--- src/sv/bdc_mul.sv ---
`default_nettype none
module bdc_mul #(
    parameter int AW = 8,
    parameter int BW = 8,
    parameter int NL = 1,
    parameter int TW = 1
) (
    input  wire logic                        clk,
    input  wire logic                        rst_n,
    input  wire logic                        in_valid,
    input  wire logic [NL-1:0][AW-1:0]       a,
    input  wire logic [NL-1:0][BW-1:0]       b,
    input  wire logic [TW-1:0]               in_tag,
    output logic                             out_valid,
    output logic      [NL-1:0][AW+BW-1:0]    prod,
    output logic      [TW-1:0]               out_tag
);

    localparam int PW = AW + BW;

    logic [BW-1:0]             valid_reg;
    logic [NL-1:0][AW-1:0]     a_reg   [BW];
    logic [NL-1:0][BW-1:0]     b_reg   [BW];
    logic [NL-1:0][PW-1:0]     acc_reg [BW];
    logic [TW-1:0]             tag_reg [BW];

    for (genvar k = 0; k < BW; k++) begin : g_stage
        logic                  v_src;
        logic [NL-1:0][AW-1:0] a_src;
        logic [NL-1:0][BW-1:0] b_src;
        logic [NL-1:0][PW-1:0] acc_src;
        logic [TW-1:0]         tag_src;
        logic [NL-1:0][PW-1:0] acc_next;

        if (k == 0) begin : g_first
            assign v_src   = in_valid;
            assign a_src   = a;
            assign b_src   = b;
            assign acc_src = '0;
            assign tag_src = in_tag;
        end
        else begin : g_rest
            assign v_src   = valid_reg[k-1];
            assign a_src   = a_reg[k-1];
            assign b_src   = b_reg[k-1];
            assign acc_src = acc_reg[k-1];
            assign tag_src = tag_reg[k-1];
        end

        // add one partial product per stage
        always_comb
        begin
            for (int l = 0; l < NL; l++)
            begin
                acc_next[l] = acc_src[l] +
                    (b_src[l][k] ? ({{BW{1'b0}}, a_src[l]} << k) : '0);
            end
        end

        always_ff @(posedge clk or negedge rst_n)
        begin
            if (!rst_n)
            begin
                valid_reg[k] <= 1'b0;
            end
            else
            begin
                valid_reg[k] <= v_src;
            end
        end

        always_ff @(posedge clk)
        begin
            a_reg[k]   <= a_src;
            b_reg[k]   <= b_src;
            acc_reg[k] <= acc_next;
            tag_reg[k] <= tag_src;
        end
    end

    assign out_valid = valid_reg[BW-1];
    assign prod      = acc_reg[BW-1];
    assign out_tag   = tag_reg[BW-1];

endmodule
`default_nettype wire

--- config.mk ---
export PLATFORM = sky130hd
export DESIGN_NAME = bdc_mul
export DESIGN_NICKNAME = d
export VERILOG_FILES = /design/src/sv/bdc_mul.sv
export SDC_FILE = /design/constraint.sdc
export NUM_CORES = 1
export LEC_CHECK = 0
export ABC_CLOCK_PERIOD_IN_PS = 5120
export BUFFER_PORTS_ARGS = -buffer_cell sky130_fd_sc_hd__buf_2
export CAP_MARGIN = 30
export CORE_MARGIN = 10
export CORE_UTILIZATION = 50
export DETAILED_ROUTE_END_ITERATION = 10
export GPL_ROUTABILITY_DRIVEN = 1
export PLACE_DENSITY = 0.72
export SETUP_SLACK_MARGIN = 0.15
export SLEW_MARGIN = 25
export SYNTH_ARGS = -nofsm -noshare
export SYNTH_HDL_FRONTEND = slang
export SYNTH_SLANG_ARGS = --single-unit
--- constraint.sdc ---
create_clock -name clk -period 5.12 [get_ports clk]
set_input_delay 0.512 -clock clk [delete_from_list [all_inputs] [get_ports clk]]
set_output_delay 0.512 -clock clk [all_outputs]
set_load 0.1 [all_outputs]
==> results.md <==
- H-tree Lvls: 4
- # setup viols final: 0
- Clk Latency, worst-skew pair: about 0.43 ns
- First-pass GRT wire length: 15.6 mm
- # DRC: 0
- Synthesized area per cell: about 12 um2
- Layout area overhead: 12.9%
- Maximum VDD drop: between 200 and 300 uV
- Crit Reg-Reg Endpoint: acc_reg[0][42]
- Via count: 3565
- Hold path depth: 1
- Gr usage total: approximately 11%
- Finished Layout Cells: about 760
- Minimum clock period: between 2 and 2.5 ns
- CTS tree: built
- DR iter-0 viols: roughly 110
- Top Ports: 38
- GP Congestion: between 0.7 and 0.8
- Post-DRT Antenna Nets: 0
- CTS clk-pin slew, worst paths: 0.07 ns
- Max cap viols: 0
- Status: finished, final reports clean
- CP Capture Type: register
- # port buffers: 37
- Hold_sp: b[3]
- Power share of the combinational group: roughly a quarter
- Fillcell total: between 1k and 1.5k
- Reg2Reg Depth: 8
- N_diodes: 0
- Crit path DAT: approximately 2.4 ns
- Pwr dens: between 500 and 600 nW/um2
- Max reg flops: slightly below 100
- Critical Path RT: 5.43 ns
- DR pass1 iterations: 4
- GRT overflow: 0
- RSZ-0062 raised after global routing: false
- Critical path fanouts, max: 8
- Row count: a little over 40
- Post-synth EDFFs: 0
- Sw power: about 1.4 mW
- Slew HR: between 60% and 70%
- Drt wl/cell: around 12 um
- DP HPWL: ~6.7 mm
- Post-synthesis async set-or-reset flop share: around 4.0%
- Clk network pwr share: ~29%
- Sw frac: 32.3%
- TritonCTS Sinks: 199
- Clock Skew: between 0.007 and 0.008 ns
- Hold endpoint: b_reg[0][3]
- Max Clk Rate: 484 MHz
- LEAKAGE: between 3 and 4 nW
- Max Buffers Root-to-Sink: 2
- Main synth FF type: dfxtp_1
- Register area share after synthesis: roughly 60%
- CP Launch Type: register
- Final hold violations: 0
- DRT Wirelength: 8.88 mm
- CTS buffer count: 17
- Starting Density: about half
- Register share of total power: 44.9%
- Die Wd: between 100 and 150 um
- Final net count: between 600 and 700
- Syn Nets: 614
- Least-Margin Pin Slew: about 0.49 ns
- Worst reg2reg startpoint: b_reg[1][2]
- Share of cells above drive strength 1: around 14%
- Largest net degree at the start of global routing: 18
- Core Area: between 10000 and 15000 um2
- Vias in the first global route: between 3k and 4k
- Die area: between 15000 and 20000 um2
- Internal power: slightly below 3 mW
- Tcrit/Tclk final: between 40% and 50%
- Postcts setup bufs: 0
- Yosys reg bits: a little under 200
- Type of the worst setup path: register to register
- Synthesis Warnings: 0
- Netlist cell types: 38
- Mapped Area: 6600 um2
- Initial antenna violation count: 0
- Post-Synthesis Cells: roughly 530
- Vias per inst: 4.70
- Die Height: about 130 um
- Post-CTS Resized: 0
- Placed cell count: around 730
- Root buf cell: clkbuf_16
- Cts hold-fix bufs: 1
- Hold WC Path Type: primary input to register
- Max Slew Vio Count: 0
- Setup TNS: 0 ns
- Worst R2R Setup Slack: around 3.1 ns
-- worst max-delay path by stage --
stage / start / endpoint / slack, ns / cells past startpoint
after floorplan: b_reg[5][6] / acc_reg[1][46] / 3.29 / 8
after global placement: b_reg[6][7] / acc_reg[1][61] / 3.14 / 9
after detailed placement: b_reg[4][5] / acc_reg[1][29] / 3.08 / 8
after CTS: b_reg[6][7] / acc_reg[1][61] / 3.07 / 9
after global routing: b_reg[6][7] / acc_reg[1][63] / 2.92 / 9
final: b_reg[1][2] / acc_reg[0][42] / 3.05 / 8
-- metal layers --
layer  part of all wire, %  wire length [um]  global-route usage, %
met5                     0                 0                      0
met4                   1.9               170                   5.02
met3                   5.1               455                   5.01
met2                    55              4840                   20.3
met1                    38              3410                   9.35
-- cells in the final DEF (no fill, tap or decap), types with 2 or more instances in the layout --
cell type | synthesis | layout
dfrtp_1 | 8 | 8
nand3b_1 | 4 | 4
ha_1 | 55 | 55
nor4_1 | 5 | 5
nor2b_1 | 5 | 5
clkinv_2 | 0 | 4
a21oi_2 | 8 | 8
and2b_1 | 3 | 3
o41ai_2 | 2 | 2
nand2b_1 | 3 | 3
o21ai_1 | 7 | 7
o21ai_0 | 11 | 11
clkbuf_16 | 0 | 17
inv_6 | 0 | 5
xnor2_1 | 30 | 30
nand2_1 | 13 | 13
inv_1 | 13 | 13
o21a_1 | 6 | 6
buf_2 | 0 | 37
and3b_1 | 2 | 2
a21o_1 | 9 | 9
clkinv_4 | 0 | 2
fa_1 | 7 | 7
and2_1 | 62 | 62
dfxtp_1 | 191 | 191
a21boi_0 | 2 | 2
a211oi_1 | 2 | 2
a21boi_1 | 2 | 2
nor3_1 | 4 | 4
a21oi_1 | 18 | 18
nor2_1 | 23 | 23
o22ai_1 | 2 | 2
or3_1 | 2 | 2
xor2_1 | 9 | 9
-- kinds of logic after synthesis --
| group | count (synthesis) | synth area share [%] |
|---|---|---|
| xor gates and xnor gates | 39 | 5.18 |
| AOI/OAI and AO/OA | 77 | 7.99 |
| and+or+nand+nor | 126 | 10.7 |
| DFF | 199 | 61.0 |
| adders and majority gates | 62 | 12.6 |
| buffers and inverters | 29 | 2.56 |
-- critical path, stage by stage, from the launching register on --
cell and delay (ns):
dfxtp_1 0.38, and2_1 0.17, ha_1 0.20, fa_1 0.41, a21o_1 0.21, a21oi_2 0.18
o21ai_1 0.11, nor4_1 0.21, a21oi_1 0.07
-- cell type report --
| cell class | instances | area, um2 | area share [%] |
|---|---|---|---|
| tap | 172 | 215 | 2.89 |
| sequential | 199 | 4020 | 54.0 |
| clock buffer | 19 | 443 | 5.95 |
| inverter | 13 | 48.8 | 0.655 |
| clock inverter | 13 | 119 | 1.60 |
| timing repair buffer | 38 | 195 | 2.62 |
| multi-input combinational | 304 | 2400 | 32.3 |
-- synth_stat cells, drive strengths merged, types with 3 or more instances --
cell / instances / area, um2
xnor2: 30 / 263
dfxtp: 191 / 3820
fa: 7 / 140
and2b: 3 / 22.5
and2: 62 / 388
nand2b: 3 / 18.8
a21o: 9 / 67.6
o21a: 6 / 45.0
nand3b: 4 / 30.0
ha: 55 / 688
nor2b: 5 / 31.3
a21oi: 26 / 160
nor3: 4 / 20.0
nor4: 5 / 31.3
dfrtp: 8 / 200
nor2: 23 / 86.3
o21ai: 19 / 98.8
inv: 13 / 48.8
a21boi: 5 / 41.3
nand2: 13 / 48.8
xor2: 9 / 78.8
buf: 16 / 120
-- through the flow --
step	total power, mW	instance area, um2	utilization (%)	hold WS, ns	worst slack, ns
after floorplan	2.98	6600	-	0.216	3.29
after global placement	3.07	6880	53.8	0.310	3.14
after detailed placement	3.10	6880	53.8	0.312	3.08
after CTS	4.37	7450	58.3	0.155	3.07
after global routing	4.55	7450	58.3	0.158	2.92
final	4.30	7450	58.3	0.183	3.05
-- power by group through the flow --
| stage | clock [mW] | sequential (mW) | combinational, mW |
|---|---|---|---|
| 6_report | 1.24 | 1.93 | 1.13 |
| 3_3_place_gp | 0 | 1.96 | 1.10 |
| 4_1_cts | 1.29 | 1.94 | 1.14 |
| 3_5_place_dp | 0 | 1.97 | 1.13 |
| 5_1_grt | 1.35 | 1.96 | 1.23 |
| 2_1_floorplan | 0 | 1.95 | 1.03 |
Note: power is estimated with default switching activity, not from simulation.
