`config.mk`:
```
export PLATFORM = sky130hd
export DESIGN_NAME = bdc_div
export DESIGN_NICKNAME = d
export VERILOG_FILES = /design/src/sv/bdc_div.sv
export SDC_FILE = /design/constraint.sdc
export NUM_CORES = 1
export LEC_CHECK = 0
export BUFFER_PORTS_ARGS = -buffer_cell sky130_fd_sc_hd__clkbuf_2
export CORE_ASPECT_RATIO = 1.5
export CORE_MARGIN = 2
export CORE_UTILIZATION = 30
export CTS_CLUSTER_DIAMETER = 120
export CTS_CLUSTER_SIZE = 20
export DETAILED_ROUTE_END_ITERATION = 8
export PLACE_DENSITY = 0.47
export REMOVE_ABC_BUFFERS = 1
export SETUP_SLACK_MARGIN = 0.3
export SLEW_MARGIN = 20
export SYNTH_ARGS = -nofsm -noshare
export SYNTH_HDL_FRONTEND = slang
export SYNTH_SLANG_ARGS = --single-unit
```
`constraint.sdc`:
```
create_clock -name clk -period 6.9 [get_ports clk]
set_input_delay 0 -clock clk [delete_from_list [all_inputs] [get_ports clk]]
set_output_delay 0 -clock clk [all_outputs]
set_load 0.005 [all_outputs]
```
`src/sv/bdc_div.sv`:
```
`default_nettype none
module bdc_div #(
    parameter int NW = 16,
    parameter int DW = 8,
    parameter int QW = 8,
    parameter int NL = 1,
    parameter int TW = 1
) (
    input  wire logic                    clk,
    input  wire logic                    rst_n,
    input  wire logic                    in_valid,
    input  wire logic [NL-1:0][NW-1:0]   num,
    input  wire logic [NL-1:0][DW-1:0]   den,
    input  wire logic [TW-1:0]           in_tag,
    output logic                         out_valid,
    output logic      [NL-1:0][QW-1:0]   quo,
    output logic      [TW-1:0]           out_tag
);

    // quotient must fit QW bits; one quotient bit per stage, top bit first
    localparam int CW = (NW > DW + QW) ? NW : DW + QW;

    logic [QW-1:0]             valid_reg;
    logic [NL-1:0][CW-1:0]     rem_reg [QW];
    logic [NL-1:0][DW-1:0]     den_reg [QW];
    logic [NL-1:0][QW-1:0]     quo_reg [QW];
    logic [TW-1:0]             tag_reg [QW];

    for (genvar k = 0; k < QW; k++) begin : g_stage
        localparam int SH = QW - 1 - k;
        logic                  v_src;
        logic [NL-1:0][CW-1:0] rem_src;
        logic [NL-1:0][DW-1:0] den_src;
        logic [NL-1:0][QW-1:0] quo_src;
        logic [TW-1:0]         tag_src;
        logic [NL-1:0][CW-1:0] rem_next;
        logic [NL-1:0][QW-1:0] quo_next;

        if (k == 0) begin : g_first
            assign v_src   = in_valid;
            for (genvar l = 0; l < NL; l++) begin : g_ext
                assign rem_src[l] = CW'(num[l]);
            end
            assign den_src = den;
            assign quo_src = '0;
            assign tag_src = in_tag;
        end
        else begin : g_rest
            assign v_src   = valid_reg[k-1];
            assign rem_src = rem_reg[k-1];
            assign den_src = den_reg[k-1];
            assign quo_src = quo_reg[k-1];
            assign tag_src = tag_reg[k-1];
        end

        always_comb
        begin
            logic [CW-1:0] trial;
            logic          ge;
            for (int l = 0; l < NL; l++)
            begin
                trial       = CW'(den_src[l]) << SH;
                ge          = (rem_src[l] >= trial);
                rem_next[l] = ge ? (rem_src[l] - trial) : rem_src[l];
                quo_next[l] = quo_src[l] | (QW'(ge) << SH);
            end
        end

        always_ff @(posedge clk or negedge rst_n)
        begin
            if (!rst_n)
            begin
                valid_reg[k] <= 1'b0;
            end
            else
            begin
                valid_reg[k] <= v_src;
            end
        end

        always_ff @(posedge clk)
        begin
            rem_reg[k] <= rem_next;
            den_reg[k] <= den_src;
            quo_reg[k] <= quo_next;
            tag_reg[k] <= tag_src;
        end
    end

    assign out_valid = valid_reg[QW-1];
    assign quo       = quo_reg[QW-1];
    assign out_tag   = tag_reg[QW-1];

endmodule
`default_nettype wire
```
==> metrics.md <==
| Metric | Value |
|---|---|
| Yosys reg bits | `220` |
| Final Hold Fails | `0` |
| Final worst slack | `4.06 ns` |
| XOR/XNOR Fraction of Synth Area | `5.00%` |
| Final Max Slew Viols | `0` |
| Filler Cell Count | `2817` |
| Reg2reg path depth | `7` |
| Largest net degree at the start of global routing | `22` |
| Postcts setup bufs | `0` |
| Pwr/cell area | `406 nW/um^2` |
| Cell depth of the worst hold path | `2` |
| Drt pass-1 iters | `4` |
| EDFF count, synth | `0` |
| Lkg Pwr | `4.30 nW` |
| Routed WL | `15800 um` |
| Synth Area in Adders | `11.0%` |
| CP arrival | `3.21 ns` |
| HP Class | `primary input to flop` |
| Critical path type | `flop to flop` |
| GR Overflow Total | `0` |
| First-pass GRT wire length | `27100 um` |
| Crit path time final | `2.84 ns` |
| FF-to-FF End | `rem_reg[2][6]` |
| All-Layer GR Usage | `11.0%` |
| Clock Tree Buf Depth | `3` |
| Residual DRC | `0` |
| Fraction of layout cells with a size suffix above 1 | `9.52%` |
| Vias/cell | `4.53` |
| Mapped Area | `8580 um^2` |
| Ys Warns | `0` |
| Count of final setup violators | `0` |
| CP max stage delay | `0.71 ns` |
| DR vias | `5713` |
| Largest family of logic cells by synthesized area | `compound AO/OA/AOI/OAI gates` |
| Overall die width | `142 um` |
| Number of cells produced by synthesis | `839` |
| Initial antenna violation count | `0` |
| Register area share after synthesis | `51.8%` |
| Vias in the first global route | `6051` |
| Avg Cell Area, Syn | `10.2 um^2` |
| Worst path buffer plus inverter count | `1` |
| Routed len/inst | `12.6 um` |
| CP endpoint kind | `flop` |
| DP HPWL | `12400 um` |
| IO Port Bufs | `37` |
| Initial core utilization | `30.6%` |
| Mux share of post-synthesis cell area | `2.70%` |
| Die ar. | `30000 um^2` |
| H-tree depth | `1` |
| Post-CTS sizing | `0` |
| RSZ-0062 raised after global routing | `no` |
| Fmax | `353 MHz` |
| Hold Slack | `0.174 ns` |
| Layout Nets | `1012` |
| Sinks on Clock Net | `220` |
| Max reg flops | `112` |
| Layout area overhead | `14.5%` |
| Rows | `75` |
| Worst Max-Slew Pin Slew | `0.762 ns` |
| Critical Path Start Type | `flop` |
| Final TNS setup | `0 ns` |
| Complex-gate fraction of the synthesized area | `13.0%` |
| Clk_skew | `0.0201 ns` |
| Top delay family on crit path | `simple AND/OR/NAND/NOR gates` |
| Drt initial violations | `115` |
| Ant diodes | `0` |
| Top_reg_cell synth | `dfxtp_1` |
| Max Cap Viol | `0` |
| Worst-Skew Late Latency | `0.48 ns` |
| Final antenna-violating net count | `0` |
| Clk slew on worst S/H paths | `0.08 ns` |
| Routability cong. | `0.793` |
| Synth async-reset ratio | `3.64%` |
| Pwr Total | `3.99 mW` |
| Peak supply drop | `154 uV` |
| Data required, critical path | `7.27 ns` |
| Crit path max fanout | `19` |
| # IOs | `38` |
| CTS tree | `yes` |
| Tcrit/Tclk final | `41.1%` |
| Clock Tree Root | `clkbuf_16` |
| Core Area | `28100 um^2` |
| Slew HR | `48.9%` |
| # hold bufs at CTS | `28` |
| Post-Synth Simple-Gate Area | `12.2%` |
| CTS buffer count | `14` |
| Worst path cell trace | `inv_1 > ha_1 > nor2b_1 > o21ai_0 > a31oi_1 > nand4b_1 > mux2_2` |
| R2R Path Start | `den_reg[1][1]` |
| Crit path max-delay cell type | `nand4b_1` |
| Hold path startpoint | `in_tag` |
| Outcome | `finished, final reports clean` |
| Post-Place Worst Slack | `4.01 ns` |
| Reg2reg setup slack | `4.06 ns` |
| Worst hold path endpoint | `tag_reg[0][0]` |
| Die Y | `211 um` |
| Netlist cell types | `61` |
[worst register-to-register path, cell delays in order (launching register included)]
cell and delay (ns):
dfxtp_1 0.33, inv_1 0.07, ha_1 0.29, nor2b_1 0.13, o21ai_0 0.52, a31oi_1 0.16, nand4b_1 0.71, mux2_2 0.52
[Yosys cell counts (5+ instances only)]
cell type	count	area share, %
xor2_1	24	2.5
inv_1	85	3.7
or3_1	6	0.44
nor3_1	11	0.64
nor2b_1	12	0.87
o21ai_0	58	3.4
dfrtp_1	8	2.3
nand2b_1	13	0.95
nand3_1	9	0.52
o21a_1	13	1.1
xnor2_1	25	2.6
a211oi_1	8	0.70
a21oi_1	49	2.9
mux2_2	17	2.2
nor4_1	11	0.80
o211ai_1	5	0.44
nand2_1	62	2.7
a21o_1	7	0.61
ha_1	64	9.3
nor2_1	50	2.2
nor4b_1	6	0.61
dfxtp_1	212	49
nand4_1	5	0.36
fa_1	7	1.6
clkbuf_1	6	0.26
[logic make-up (layout without fill, tap and decap cells)]
| group | count (synthesis) | count (layout) |
|---|---|---|
| DFF | 220 | 220 |
| and+or+nand+nor | 207 | 207 |
| AOI/OAI and AO/OA | 178 | 178 |
| buffers and inverters | 93 | 168 |
| adders and majority gates | 71 | 71 |
| xor gates and xnor gates | 49 | 49 |
| muxes | 21 | 21 |
[cells in the final DEF (no fill, tap or decap), types with 5 or more instances in the layout]
| cell type | instances |
|---|---|
| a211oi_1 | 8 |
| a21o_1 | 7 |
| a21oi_1 | 49 |
| clkbuf_16 | 14 |
| clkbuf_2 | 37 |
| dfrtp_1 | 8 |
| dfxtp_1 | 212 |
| dlygate4sd3_1 | 28 |
| fa_1 | 7 |
| ha_1 | 64 |
| inv_1 | 85 |
| mux2_2 | 17 |
| nand2_1 | 62 |
| nand2b_1 | 13 |
| nand3_1 | 9 |
| nand4_1 | 5 |
| nor2_1 | 50 |
| nor2b_1 | 12 |
| nor3_1 | 11 |
| nor4_1 | 11 |
| nor4b_1 | 6 |
| o211ai_1 | 5 |
| o21a_1 | 13 |
| o21ai_0 | 58 |
| or3_1 | 6 |
| xnor2_1 | 25 |
| xor2_1 | 24 |
[metrics by stage]
| step | instances | instance area, um^2 | util, % |
|---|---|---|---|
| floorplan | 831 | 8530 | - |
| global placement | 1215 | 9160 | 32.6 |
| detailed placement | 1215 | 9160 | 32.6 |
| CTS | 1260 | 9810 | 35.0 |
| global route | 1260 | 9820 | 35.0 |
| finish | 1260 | 9820 | 35.0 |
[report_power, final]
part	switching [mW]	total, mW	internal [mW]
combinational	0.755	1.43	0.677
clock	0.405	0.777	0.372
sequential	0.177	1.78	1.61
total	1.34	3.99	2.65
[final cells by class]
type / instances / area, um^2 / share of cell area (%)
multi-input combinational: 526 / 3780 / 38.5
sequential: 220 / 4440 / 45.2
clock buffer: 16 / 358 / 3.64
clock inverter: 1 / 16.3 / 0.166
tap: 346 / 433 / 4.41
inverter: 85 / 319 / 3.25
timing repair buffer: 66 / 473 / 4.81
[how the worst max path moves through the flow]
stage | cells past startpoint | to | from
after floorplan | 6 | rem_reg[1][7] | den_reg[0][7]
after global placement | 8 | rem_reg[1][7] | rem_reg[0][6]
after detailed placement | 7 | rem_reg[1][7] | den_reg[0][3]
after CTS | 7 | rem_reg[1][7] | den_reg[0][3]
after global routing | 7 | rem_reg[2][6] | den_reg[1][1]
final | 7 | rem_reg[2][6] | den_reg[1][1]
[routing by layer]
metal | up-vias | part of all wire [%] | track usage (%)
met5 | - | 0 | 0
met4 | 0 | 3.3 | 3.93
met3 | 25 | 2.6 | 1.52
met2 | 62 | 57 | 23.3
met1 | 2618 | 37 | 10.3
li1 | 3008 | - | -
Note: power is estimated with default switching activity, not from simulation.
